<file path="src/sv/dq_pkg.sv">
// ============================================================================
// dq_pkg
// Shared types and constants for the double-ended queue.
// ============================================================================
package dq_pkg;

    localparam int DATA_W      = 32;
    localparam int QUEUE_DEPTH = 2;
    localparam int QPTR_W      = $clog2(QUEUE_DEPTH);
    localparam int QCNT_W      = $clog2(QUEUE_DEPTH + 1);

    localparam logic signed [DATA_W-1:0] NONE_VALUE = {DATA_W{1'b1}};

    typedef enum logic [1:0] {
        FUNC_PUSH_BACK  = 2'd0,
        FUNC_POP_BACK   = 2'd1,
        FUNC_PUSH_FRONT = 2'd2,
        FUNC_POP_FRONT  = 2'd3
    } dq_func_t;

    typedef enum logic [1:0] {
        ST_DONE  = 2'd0,
        ST_EMPTY = 2'd1,
        ST_FULL  = 2'd2
    } dq_status_t;

    typedef enum logic [1:0] {
        OPK_NOTE  = 2'd0,
        OPK_WRITE = 2'd1,
        OPK_READ  = 2'd2
    } dq_kind_t;

    typedef struct packed {
        dq_func_t                  func;
        logic signed [DATA_W-1:0]  value;
    } dq_cmd_t;

    typedef struct packed {
        logic signed [DATA_W-1:0]  popped_value;
        dq_status_t                status;
    } dq_rsp_t;

    typedef struct packed {
        dq_kind_t                  kind;
        dq_status_t                status;
        logic signed [DATA_W-1:0]  value;
    } dq_op_t;

endpackage

</file>
<file path="src/sv/dq_ram.sv">
// ============================================================================
// dq_ram
// Generic single-write, single-read RAM with registered read data.
// ============================================================================
module dq_ram #(
    parameter int WIDTH = 32,
    parameter int DEPTH = 16
) (
    input  logic                     clk,
    input  logic                     we,
    input  logic [$clog2(DEPTH)-1:0] waddr,
    input  logic [WIDTH-1:0]         wdata,
    input  logic                     re,
    input  logic [$clog2(DEPTH)-1:0] raddr,
    output logic [WIDTH-1:0]         rdata
);

    logic [WIDTH-1:0] mem [DEPTH];
    logic [WIDTH-1:0] rdata_reg;

    always_ff @(posedge clk)
    begin
        if (we)
        begin
            mem[waddr] <= wdata;
        end
        if (re)
        begin
            rdata_reg <= mem[raddr];
        end
    end

    assign rdata = rdata_reg;

endmodule

</file>
<file path="src/sv/dq_front.sv">
// ============================================================================
// dq_front
// Accepts commands, checks them against head and occupancy, updates the
// ring pointers and issues a store operation with its address.
// ============================================================================
module dq_front #(
    parameter int DEPTH = 16
) (
    input  logic                     clk,
    input  logic                     rst_n,
    input  logic                     accept,
    input  dq_pkg::dq_cmd_t          cmd,
    output dq_pkg::dq_op_t           op,
    output logic [$clog2(DEPTH)-1:0] addr
);

    localparam int IDX_W = $clog2(DEPTH);
    localparam int CNT_W = $clog2(DEPTH + 1);
    localparam int SUM_W = CNT_W + 1;

    logic [IDX_W-1:0] head_reg;
    logic [IDX_W-1:0] head_next;
    logic [CNT_W-1:0] occ_reg;
    logic [CNT_W-1:0] occ_next;
    logic             full;
    logic             empty;
    logic [IDX_W-1:0] back_wr_addr;
    logic [IDX_W-1:0] back_rd_addr;
    logic [IDX_W-1:0] head_dec;
    logic [IDX_W-1:0] head_inc;

    function automatic logic [IDX_W-1:0] ring_add(
        input logic [IDX_W-1:0] base,
        input logic [CNT_W-1:0] offset
    );
        logic [SUM_W-1:0] sum;
        begin
            sum = SUM_W'(base) + SUM_W'(offset);
            if (sum >= SUM_W'(DEPTH))
            begin
                sum = sum - SUM_W'(DEPTH);
            end
            return sum[IDX_W-1:0];
        end
    endfunction

    assign full         = (occ_reg == CNT_W'(DEPTH));
    assign empty        = (occ_reg == '0);
    assign back_wr_addr = ring_add(head_reg, occ_reg);
    assign back_rd_addr = ring_add(head_reg, occ_reg - CNT_W'(1));
    assign head_dec     = (head_reg == '0) ? IDX_W'(DEPTH - 1) : head_reg - IDX_W'(1);
    assign head_inc     = ring_add(head_reg, CNT_W'(1));

    always_comb
    begin
        head_next   = head_reg;
        occ_next    = occ_reg;
        op.kind     = dq_pkg::OPK_NOTE;
        op.status   = dq_pkg::ST_DONE;
        op.value    = cmd.value;
        addr        = head_reg;
        unique case (cmd.func)
            dq_pkg::FUNC_PUSH_BACK:
            begin
                if (full)
                begin
                    op.status = dq_pkg::ST_FULL;
                end
                else
                begin
                    op.kind  = dq_pkg::OPK_WRITE;
                    addr     = back_wr_addr;
                    occ_next = occ_reg + CNT_W'(1);
                end
            end
            dq_pkg::FUNC_PUSH_FRONT:
            begin
                if (full)
                begin
                    op.status = dq_pkg::ST_FULL;
                end
                else
                begin
                    op.kind   = dq_pkg::OPK_WRITE;
                    addr      = head_dec;
                    head_next = head_dec;
                    occ_next  = occ_reg + CNT_W'(1);
                end
            end
            dq_pkg::FUNC_POP_BACK:
            begin
                if (empty)
                begin
                    op.status = dq_pkg::ST_EMPTY;
                end
                else
                begin
                    op.kind  = dq_pkg::OPK_READ;
                    addr     = back_rd_addr;
                    occ_next = occ_reg - CNT_W'(1);
                end
            end
            dq_pkg::FUNC_POP_FRONT:
            begin
                if (empty)
                begin
                    op.status = dq_pkg::ST_EMPTY;
                end
                else
                begin
                    op.kind   = dq_pkg::OPK_READ;
                    addr      = head_reg;
                    head_next = head_inc;
                    occ_next  = occ_reg - CNT_W'(1);
                end
            end
            default:
            begin
                op.kind = dq_pkg::OPK_NOTE;
            end
        endcase
    end

    always_ff @(posedge clk or negedge rst_n)
    begin
        if (!rst_n)
        begin
            head_reg <= '0;
            occ_reg  <= '0;
        end
        else if (accept)
        begin
            head_reg <= head_next;
            occ_reg  <= occ_next;
        end
    end

endmodule

</file>
<file path="src/sv/dq_queue.sv">
// ============================================================================
// dq_queue
// Short FIFO of store operations between the front and back ends.
// ============================================================================
module dq_queue #(
    parameter int WIDTH = 40
) (
    input  logic             clk,
    input  logic             rst_n,
    input  logic             wr_en,
    input  logic [WIDTH-1:0] wr_data,
    input  logic             rd_en,
    output logic [WIDTH-1:0] rd_data,
    output logic             full,
    output logic             empty
);

    logic [WIDTH-1:0]          slots [dq_pkg::QUEUE_DEPTH];
    logic [dq_pkg::QPTR_W-1:0] wr_ptr_reg;
    logic [dq_pkg::QPTR_W-1:0] rd_ptr_reg;
    logic [dq_pkg::QCNT_W-1:0] count_reg;
    logic [dq_pkg::QCNT_W-1:0] count_next;
    logic                      do_wr;
    logic                      do_rd;

    assign full    = (count_reg == dq_pkg::QCNT_W'(dq_pkg::QUEUE_DEPTH));
    assign empty   = (count_reg == '0);
    assign do_wr   = wr_en && !full;
    assign do_rd   = rd_en && !empty;
    assign rd_data = slots[rd_ptr_reg];

    always_comb
    begin
        count_next = count_reg;
        if (do_wr && !do_rd)
        begin
            count_next = count_reg + dq_pkg::QCNT_W'(1);
        end
        else if (do_rd && !do_wr)
        begin
            count_next = count_reg - dq_pkg::QCNT_W'(1);
        end
    end

    always_ff @(posedge clk)
    begin
        if (do_wr)
        begin
            slots[wr_ptr_reg] <= wr_data;
        end
    end

    always_ff @(posedge clk or negedge rst_n)
    begin
        if (!rst_n)
        begin
            wr_ptr_reg <= '0;
            rd_ptr_reg <= '0;
            count_reg  <= '0;
        end
        else
        begin
            if (do_wr)
            begin
                wr_ptr_reg <= (wr_ptr_reg == dq_pkg::QPTR_W'(dq_pkg::QUEUE_DEPTH - 1))
                              ? '0 : wr_ptr_reg + dq_pkg::QPTR_W'(1);
            end
            if (do_rd)
            begin
                rd_ptr_reg <= (rd_ptr_reg == dq_pkg::QPTR_W'(dq_pkg::QUEUE_DEPTH - 1))
                              ? '0 : rd_ptr_reg + dq_pkg::QPTR_W'(1);
            end
            count_reg <= count_next;
        end
    end

endmodule

</file>
<file path="src/sv/dq_back.sv">
// ============================================================================
// dq_back
// Executes queued store operations on the RAM and forms the result.
// ============================================================================
module dq_back #(
    parameter int DEPTH = 16
) (
    input  logic                          clk,
    input  logic                          rst_n,
    input  logic                          op_valid,
    input  dq_pkg::dq_op_t                op,
    input  logic [$clog2(DEPTH)-1:0]      addr,
    output logic                          ram_we,
    output logic                          ram_re,
    output logic [$clog2(DEPTH)-1:0]      ram_addr,
    output logic [dq_pkg::DATA_W-1:0]     ram_wdata,
    input  logic [dq_pkg::DATA_W-1:0]     ram_rdata,
    output logic                          done,
    output dq_pkg::dq_rsp_t               rsp
);

    logic               done_reg;
    logic               read_reg;
    dq_pkg::dq_status_t status_reg;

    always_comb
    begin
        ram_we = 1'b0;
        ram_re = 1'b0;
        unique case (op.kind)
            dq_pkg::OPK_WRITE: ram_we = op_valid;
            dq_pkg::OPK_READ:  ram_re = op_valid;
            dq_pkg::OPK_NOTE:  ram_we = 1'b0;
            default:           ram_re = 1'b0;
        endcase
    end

    assign ram_addr  = addr;
    assign ram_wdata = op.value;

    always_ff @(posedge clk or negedge rst_n)
    begin
        if (!rst_n)
        begin
            done_reg   <= 1'b0;
            read_reg   <= 1'b0;
            status_reg <= dq_pkg::ST_DONE;
        end
        else
        begin
            done_reg   <= op_valid;
            read_reg   <= ram_re;
            status_reg <= op.status;
        end
    end

    assign done             = done_reg;
    assign rsp.status       = status_reg;
    assign rsp.popped_value = read_reg ? $signed(ram_rdata) : dq_pkg::NONE_VALUE;

endmodule

</file>
<file path="src/sv/double_ended_queue.sv">
// ============================================================================
// double_ended_queue
// Bounded deque of 32-bit values on a circular RAM store.
// ============================================================================
// Flow: an accepted command is written into the command queue; the back end
// then runs it on the RAM and registers done together with the result.
// Throughput: one command per cycle; the back end drains the command queue
// every cycle, so busy stays low. Results cannot be stalled by the receiver.
// Reset: head and occupancy clear (deque empty); store contents undefined.
module double_ended_queue #(
    parameter int DEPTH = 16
) (
    input  logic             clk,
    input  logic             rst_n,
    input  logic             start,
    output logic             busy,
    input  dq_pkg::dq_cmd_t  cmd,
    output logic             done,
    output dq_pkg::dq_rsp_t  rsp
);

    localparam int IDX_W = $clog2(DEPTH);
    localparam int OP_W  = $bits(dq_pkg::dq_op_t);
    localparam int Q_W   = IDX_W + OP_W;

    logic                      accept;
    dq_pkg::dq_op_t            f_op;
    logic [IDX_W-1:0]          f_addr;
    logic [Q_W-1:0]            q_rd_data;
    logic                      q_full;
    logic                      q_empty;
    dq_pkg::dq_op_t            b_op;
    logic [IDX_W-1:0]          b_addr;
    logic                      ram_we;
    logic                      ram_re;
    logic [IDX_W-1:0]          ram_addr;
    logic [dq_pkg::DATA_W-1:0] ram_wdata;
    logic [dq_pkg::DATA_W-1:0] ram_rdata;

    assign busy   = q_full;
    assign accept = start && !busy;

    dq_front #(
        .DEPTH (DEPTH)
    ) u_front (
        .clk    (clk),
        .rst_n  (rst_n),
        .accept (accept),
        .cmd    (cmd),
        .op     (f_op),
        .addr   (f_addr)
    );

    dq_queue #(
        .WIDTH (Q_W)
    ) u_queue (
        .clk     (clk),
        .rst_n   (rst_n),
        .wr_en   (accept),
        .wr_data ({f_addr, f_op}),
        .rd_en   (!q_empty),
        .rd_data (q_rd_data),
        .full    (q_full),
        .empty   (q_empty)
    );

    assign b_addr = q_rd_data[Q_W-1 -: IDX_W];
    assign b_op   = dq_pkg::dq_op_t'(q_rd_data[OP_W-1:0]);

    dq_back #(
        .DEPTH (DEPTH)
    ) u_back (
        .clk       (clk),
        .rst_n     (rst_n),
        .op_valid  (!q_empty),
        .op        (b_op),
        .addr      (b_addr),
        .ram_we    (ram_we),
        .ram_re    (ram_re),
        .ram_addr  (ram_addr),
        .ram_wdata (ram_wdata),
        .ram_rdata (ram_rdata),
        .done      (done),
        .rsp       (rsp)
    );

    dq_ram #(
        .WIDTH (dq_pkg::DATA_W),
        .DEPTH (DEPTH)
    ) u_ram (
        .clk   (clk),
        .we    (ram_we),
        .waddr (ram_addr),
        .wdata (ram_wdata),
        .re    (ram_re),
        .raddr (ram_addr),
        .rdata (ram_rdata)
    );

endmodule
</file>
<file path="config.mk">
export PLATFORM = sky130hd
export DESIGN_NAME = double_ended_queue
export DESIGN_NICKNAME = d
export VERILOG_FILES = /design/src/sv/dq_pkg.sv /design/src/sv/dq_ram.sv /design/src/sv/dq_front.sv /design/src/sv/dq_queue.sv /design/src/sv/dq_back.sv /design/src/sv/double_ended_queue.sv
export SDC_FILE = /design/constraint.sdc
export NUM_CORES = 1
export LEC_CHECK = 0
export BUFFER_PORTS_ARGS = -buffer_cell sky130_fd_sc_hd__buf_2
export CORE_ASPECT_RATIO = 0.5
export CORE_MARGIN = 1
export CORE_UTILIZATION = 65
export CTS_BUF_LIST = sky130_fd_sc_hd__clkbuf_8
export DETAILED_ROUTE_END_ITERATION = 10
export PLACE_DENSITY_LB_ADDON = 0.25
export SLEW_MARGIN = 10
export SYNTH_ARGS = -nofsm -noshare
export SYNTH_HDL_FRONTEND = slang
export SYNTH_SLANG_ARGS = --single-unit
</file>
<file path="constraint.sdc">
create_clock -name clk -period 5.2 [get_ports clk]
set_input_delay 1.04 -clock clk [delete_from_list [all_inputs] [get_ports clk]]
set_output_delay 1.04 -clock clk [all_outputs]
set_load 0.1 [all_outputs]
</file>
# After elaboration in Yosys (flattened, before gate mapping)
# Memories as Yosys holds them, arrays and structs flattened. A register that Yosys moved wholly into a read port is not among the register bits.
# Cells that the tools add are included.
[classes]
n_eq_ne = 10
add_sub_neg = 13
n_reduce_logical = 17
order_cmp = 3
muxes = 29
[op_table]
columns = ["operator", "count"]
rows = [
  ["$mux W32", 1],
  ["$mux W4", 8],
  ["$pmux W4 S2", 2],
  ["$pmux W4 S4", 1],
  ["$sub A4 B1 Y4 const B", 4],
  ["$add A4 B5 Y6", 2],
  ["$ge A6 B5 Y1 const B", 2],
  ["$mux W1", 10],
  ["$mux W5", 2],
  ["$pmux W5 S2", 1],
  ["$eq A2 B2 Y1 const B", 4],
  ["$mux W2", 4],
  ["$ne A2 B2 Y1 const B", 3],
  ["$reduce_and A3 Y1", 2],
  ["$add A4 B1 Y5 const B", 1],
  ["$add A5 B1 Y5 const B", 1],
  ["$eq A5 B5 Y1 const B", 1],
  ["$ge A5 B5 Y1 const B", 1],
  ["$logic_not A5 Y1", 1],
  ["$sub A5 B1 Y5 const B", 1],
  ["$eq A2 B1 Y1 const B", 2],
  ["$logic_and A1 B1 Y1", 4],
  ["$logic_not A2 Y1", 2],
  ["$logic_not A4 Y1", 1],
  ["other kinds (6)", 11],
]
[totals]
mem_count = 2
ramBits = 592
regBits = 17
elab_cells = 82
in_bits = 37
output_inout_bits = 36
[memory_table]
columns = ["memory", "words", "word_bits", "read_ports", "rd_clocked_by_memory_dff", "wr", "line", "rtl"]
rows = [
  ["u_ram.mem", 16, 32, 1, 1, 1, "dq_ram.sv:18", "logic [WIDTH-1:0] mem [DEPTH];"],
  ["u_queue.slots", 2, 40, 1, 0, 1, "dq_queue.sv:18", "logic [WIDTH-1:0] slots [dq_pkg::QUEUE_DEPTH];"],
]

# Longest topological paths before layout
[depth]
ltp_word = 8
ltp_mapped = 9
ltp_nobuf = 9

# Hierarchy
# Synthesis repeated with hierarchy kept, for this count alone.
[unflattened]
cells_unflattened = 1237
area_unflattened_um2 = 25534.5
[by_module_without_submodules]
columns = ["module", "n_inst", "cells_per_inst", "area_per_inst_um2"]
rows = [
  ["dq_ram", 1, 838, 20174.3],
  ["dq_queue", 1, 144, 3286.9],
  ["dq_front", 1, 176, 1451.4],
  ["dq_back", 1, 77, 604.3],
  ["double_ended_queue", 1, 2, 17.5],
]

# Worst setup path after synthesis
# Ideal clock, no wire load.
[synth_timing]
path_type = "input port to flip-flop"
startpoint = "input port start"
endpoint = "memory u_queue.slots[0][0] (enable)"
required_time_ns = 4.758
path_stages = 3
slack_ns = 1.576
setup_time_ns = 0.442
path_buffers = 1
t_arrival_ns = 3.182
cell_sequence = "and2_1 > clkbuf_1 > nor2b_1"
[synth_between]
elab_chain_len = 4
[synth_lines]
columns = ["item", "line", "rtl"]
rows = [
  ["start: declaration", "double_ended_queue.sv:15", "input logic start,"],
  ["$logic_and A1 B1 Y1", "double_ended_queue.sv:41", "assign accept = start && !busy;"],
  ["$logic_and A1 B1 Y1", "dq_queue.sv:28", "assign do_wr = wr_en && !full;"],
  ["via u_queue.do_wr", "dq_queue.sv:23", "logic do_wr;"],
  ["$mux W1", "dq_queue.sv:47", "if (do_wr)"],
  ["$mux W1 (implied by the code)", "dq_queue.sv:49", "slots[wr_ptr_reg] <= wr_data;"],
  ["end: declaration", "dq_queue.sv:18", ""],
]
# The timed path passes the listed nets, and every way through them passes these cells.

# Worst setup path after layout
[layout_timing]
startpoint = "register u_queue.rd_ptr_reg"
endpoint = "register u_ram.rdata_reg[8] (netlist: u_ram.rdata[8]) (read register of u_ram.mem), data pin"
[layout_between]
elab_chain_len = 3
[layout_lines]
columns = ["item", "line", "rtl"]
rows = [
  ["start: declaration", "dq_queue.sv:20", "logic [dq_pkg::QPTR_W-1:0] rd_ptr_reg;"],
  ["start signal: assignment", "dq_queue.sv:70", "rd_ptr_reg <= (rd_ptr_reg == dq_pkg::QPTR_W'(dq_pkg::QUEUE_DEPTH - 1))"],
  ["$mem_v2 Z2 W40 *", "--", ""],
  ["$eq A2 B2 Y1", "dq_back.sv:30", "unique case (op.kind)"],
  ["$mux W1", "dq_back.sv:30", ""],
  ["end: declaration", "dq_ram.sv:19", "logic [WIDTH-1:0] rdata_reg;"],
]
# Mark *: on every way between the ends. The rest lies on a longest branch, timed or not.
# A chain may end at the register's enable or synchronous reset.

==> results.json <==
{
  "routabilityCongestion": 0.8474,
  "port-buffer-count": 72,
  "placement_cell_area_sq_um": 25710,
  "dr_wl_met3_um": 5741,
  "register_area_sq_um": 19160,
  "synth_seq_cells": 641,
  "avgRoutedWirePerCell_um": 27.63,
  "worst_pin_slew_ns": 1.113,
  "synthTopCellsByCount": "sky130_fd_sc_hd__edfxtp_1 (624), sky130_fd_sc_hd__a22oi_1 (131), sky130_fd_sc_hd__a21oi_1 (78), sky130_fd_sc_hd__clkbuf_1 (56), sky130_fd_sc_hd__mux4_2 (52)",
  "nFillCells": 1927,
  "skew_ns": 0.01951,
  "synth_area_per_cell_sq_um": 19.10,
  "warnings_synthesis": 0,
  "worst-endpoint-arrival_ns": 4.30,
  "cts_root_buf": "sky130_fd_sc_hd__clkbuf_8",
  "antenna_cells": 0,
  "clock_tree.buffer_depth": 3,
  "wirelength_um": 54080,
  "critical_path.max_stage_delay_ns": 0.76,
  "slowest_stage": "sky130_fd_sc_hd__dfrtp_2",
  "critPathTopFamily": "buffers and inverters",
  "die-width_um": 277.1,
  "detailroute.via_count": 13230,
  "initialDrtViolationCount": 1668,
  "vdd_drop_max_uv": 574.6,
  "yosys.area.top_type_share": 0.7616,
  "leak_pwr_nw": 8.939,
  "setup_violations": 0,
  "initial_core_util": 0.6722,
  "synth.cell_area_sq_um": 24600,
  "synth.yosys.seq_area_share": 0.7789,
  "max_slew_margin": 0.2581,
  "finalPower_mw": 15.79,
  "synth_async_reset_ratio": 0.02652,
  "grt_pass1_wl_um": 81200,
  "grt.total_usage": 0.2886,
  "core_sq_um": 36600,
  "antenna_violating_nets_post_route": 0,
  "syn_inst": 1288,
  "hpwlAfterDp_um": 30080,
  "postCtsHoldBufs": 0,
  "cts_max_level": 3,
  "gates_resized_cts_repair": 0,
  "tritoncts.num_buffers": 82,
  "synthMostInstantiatedCell": "sky130_fd_sc_hd__edfxtp_1",
  "ratio_of_routed_vias_to_standard_cells": 6.760,
  "cts_tree": "yes",
  "grt_setup_unrepaired": "false",
  "minimum_clock_period_after_layout_ns": 3.914,
  "grt_start_max_net_pins": 65,
  "min_period_over_period": 0.7527,
  "postSynth.topFlopCell": "sky130_fd_sc_hd__edfxtp_1",
  "final_slew_viol_count": 0,
  "clk_pin_slew_ns": 0.07,
  "area_taken_by_multi_input_logic_gates_sq_um": 5261,
  "design_area_sq_um": 27230,
  "met1Wirelength_um": 21900,
  "path_max_fanout": 59,
  "leading_area_contributor_after_synthesis": "sky130_fd_sc_hd__edfxtp_1",
  "largest_register_ffs": 512,
  "io_pins": 73,
  "critPathKind": "reg -> reg",
  "cp.buffers_inverters": 2,
  "timing.max_cap.violations": 0,
  "power_density_nw_per_um2": 579.9,
  "min_path_type": "in -> async",
  "critPathRequiredTime_ns": 5.58,
  "floorplan_die_height_um": 139.6,
  "critPathLaunchType": "register",
  "floorplan.die_area_sq_um": 38680,
  "cts_post_setup_buffers_inserted": 0,
  "edff_count_synth": 624,
  "std_cell_rows": 49,
  "timing.final.ws_setup_ns": 1.286,
  "num-nets-final": 1460,
  "peak_freq_ghz": 0.2555,
  "clkLatencyLatePin_ns": 0.65,
  "netlist_top_cells_area": "sky130_fd_sc_hd__edfxtp_1 (76%), sky130_fd_sc_hd__mux4_2 (4.8%), sky130_fd_sc_hd__a22oi_1 (4.0%)",
  "drive_above_1_share": 0.2159,
  "synthDistinctLibCells": 58,
  "tns_ns": 0,
  "first_global_vias": 13440,
  "met2WireLength_um": 25550,
  "routed.top_layer": "met4",
  "global_route.overflow_total": 0,
  "first_pass_iters": 6,
  "crit_path_end_kind": "register",
  "pre_cts_slack_ns": 1.289,
  "status": "finished clean",
  "clock_sinks": 641,
  "area_added_between_synthesis_and_finish_pct": 10.67,
  "final-hold-violation-count": 0,
  "number_of_antenna_violations_at_the_first_check_in_global_routing": 0,
  "remaining_drc_errors": 0,
  "synth.net_count": 1340,
  "most_common_cell_on_crit_path": "sky130_fd_sc_hd__buf_4",
  "worstPathCellList": "buf_4, mux2i_4, buf_4, mux4_1, a22o_1, or3_1"
}
## cell families after synthesis
logic type	synth area share
AO/OA/AOI/OAI	0.08051
XOR/XNOR	0.005340
adder cells (fa/ha/maj)	0.008239
buffers and inverters	0.01673
AND/OR/NAND/NOR	0.03265
flip-flops	0.7789
multiplexers	0.07761
## power by group
| group | switching (mW) | internal [mW] | total [mW] |
|---|---|---|---|
| Combinational | 3.53 | 1.71 | 5.25 |
| Clock | 1.74 | 1.59 | 3.33 |
| Sequential | 0.306 | 6.90 | 7.21 |
| Total | 5.58 | 10.2 | 15.8 |
## worst register-to-register path, cell delays in order (launching register included)
cell and delay (ns):
sky130_fd_sc_hd__dfrtp_2 0.76, sky130_fd_sc_hd__buf_4 0.59, sky130_fd_sc_hd__mux2i_4 0.50, sky130_fd_sc_hd__buf_4 0.75, sky130_fd_sc_hd__mux4_1 0.50, sky130_fd_sc_hd__a22o_1 0.25, sky130_fd_sc_hd__or3_1 0.31
## stage by stage
step | hold WS [ns] | instances | util
after global placement | 0.4702 | 1806 | 0.7024
after detailed placement | 0.4693 | 1806 | 0.7024
after floorplan | 0.4539 | 1288 | -
after global routing | 0.3614 | 1957 | 0.7439
final | 0.3460 | 1957 | 0.7439
after CTS | 0.3306 | 1955 | 0.7424
## path summary, 6_finish.rpt
path	startpoint	to	slack [ns]	cells after the start
setup / recovery	u_queue.rd_ptr_reg	u_ram.rdata[8]	1.29	6
hold / removal	rst_n	u_back.status_reg[1]	0.35	1
setup reg to reg	u_queue.rd_ptr_reg	u_ram.rdata[8]	1.29	6
hold reg to reg	u_queue.slots[1][33]	u_back.status_reg[1]	0.48	1
max in group asynchronous	rst_n	u_queue.rd_ptr_reg	4.51	1
min in group clk	u_queue.slots[1][33]	u_back.status_reg[1]	0.48	1
## cell type report
cell class,instances,area share
Tap cell,484,0.02224
Timing Repair Buffer,108,0.02436
Clock inverter,62,0.009834
Multi-Input combinational cell,557,0.1932
Clock buffer,87,0.04398
Inverter,18,0.002482
Sequential cell,641,0.7039
## cell usage in the layout, fill, tap and decap left out, types with 3 or more instances in the layout
master                       n
sky130_fd_sc_hd__nand3b_1    3
sky130_fd_sc_hd__dfrtp_1    16
sky130_fd_sc_hd__mux2i_1     3
sky130_fd_sc_hd__mux4_1     12
sky130_fd_sc_hd__nor2_1     20
sky130_fd_sc_hd__nor3_1      4
sky130_fd_sc_hd__nor2b_1     3
sky130_fd_sc_hd__clkinv_2    3
sky130_fd_sc_hd__nand3_1     7
sky130_fd_sc_hd__nor2_4     17
sky130_fd_sc_hd__clkinv_1   16
sky130_fd_sc_hd__mux2_2     34
sky130_fd_sc_hd__a22oi_1   131
sky130_fd_sc_hd__a32oi_1     3
sky130_fd_sc_hd__inv_1      58
sky130_fd_sc_hd__nand2_1    11
sky130_fd_sc_hd__edfxtp_1  624
sky130_fd_sc_hd__xnor2_1     4
sky130_fd_sc_hd__buf_4      34
sky130_fd_sc_hd__xor2_1     11
sky130_fd_sc_hd__nand2b_1   36
sky130_fd_sc_hd__o21ai_0     7
sky130_fd_sc_hd__or3_1      32
sky130_fd_sc_hd__a21oi_1    78
sky130_fd_sc_hd__buf_2      72
sky130_fd_sc_hd__ha_1       13
sky130_fd_sc_hd__o32ai_4     4
sky130_fd_sc_hd__mux4_2     52
sky130_fd_sc_hd__a211oi_1    4
sky130_fd_sc_hd__a22o_1     33
sky130_fd_sc_hd__clkbuf_8   87
## routing by layer
metal,up-vias,track usage
li1,5533,-
met4,0,0.07778
met5,-,0
met1,6781,0.4268
met2,837,0.4449
met3,78,0.06363
No activity file was read; power rests on OpenSTA's default activity.
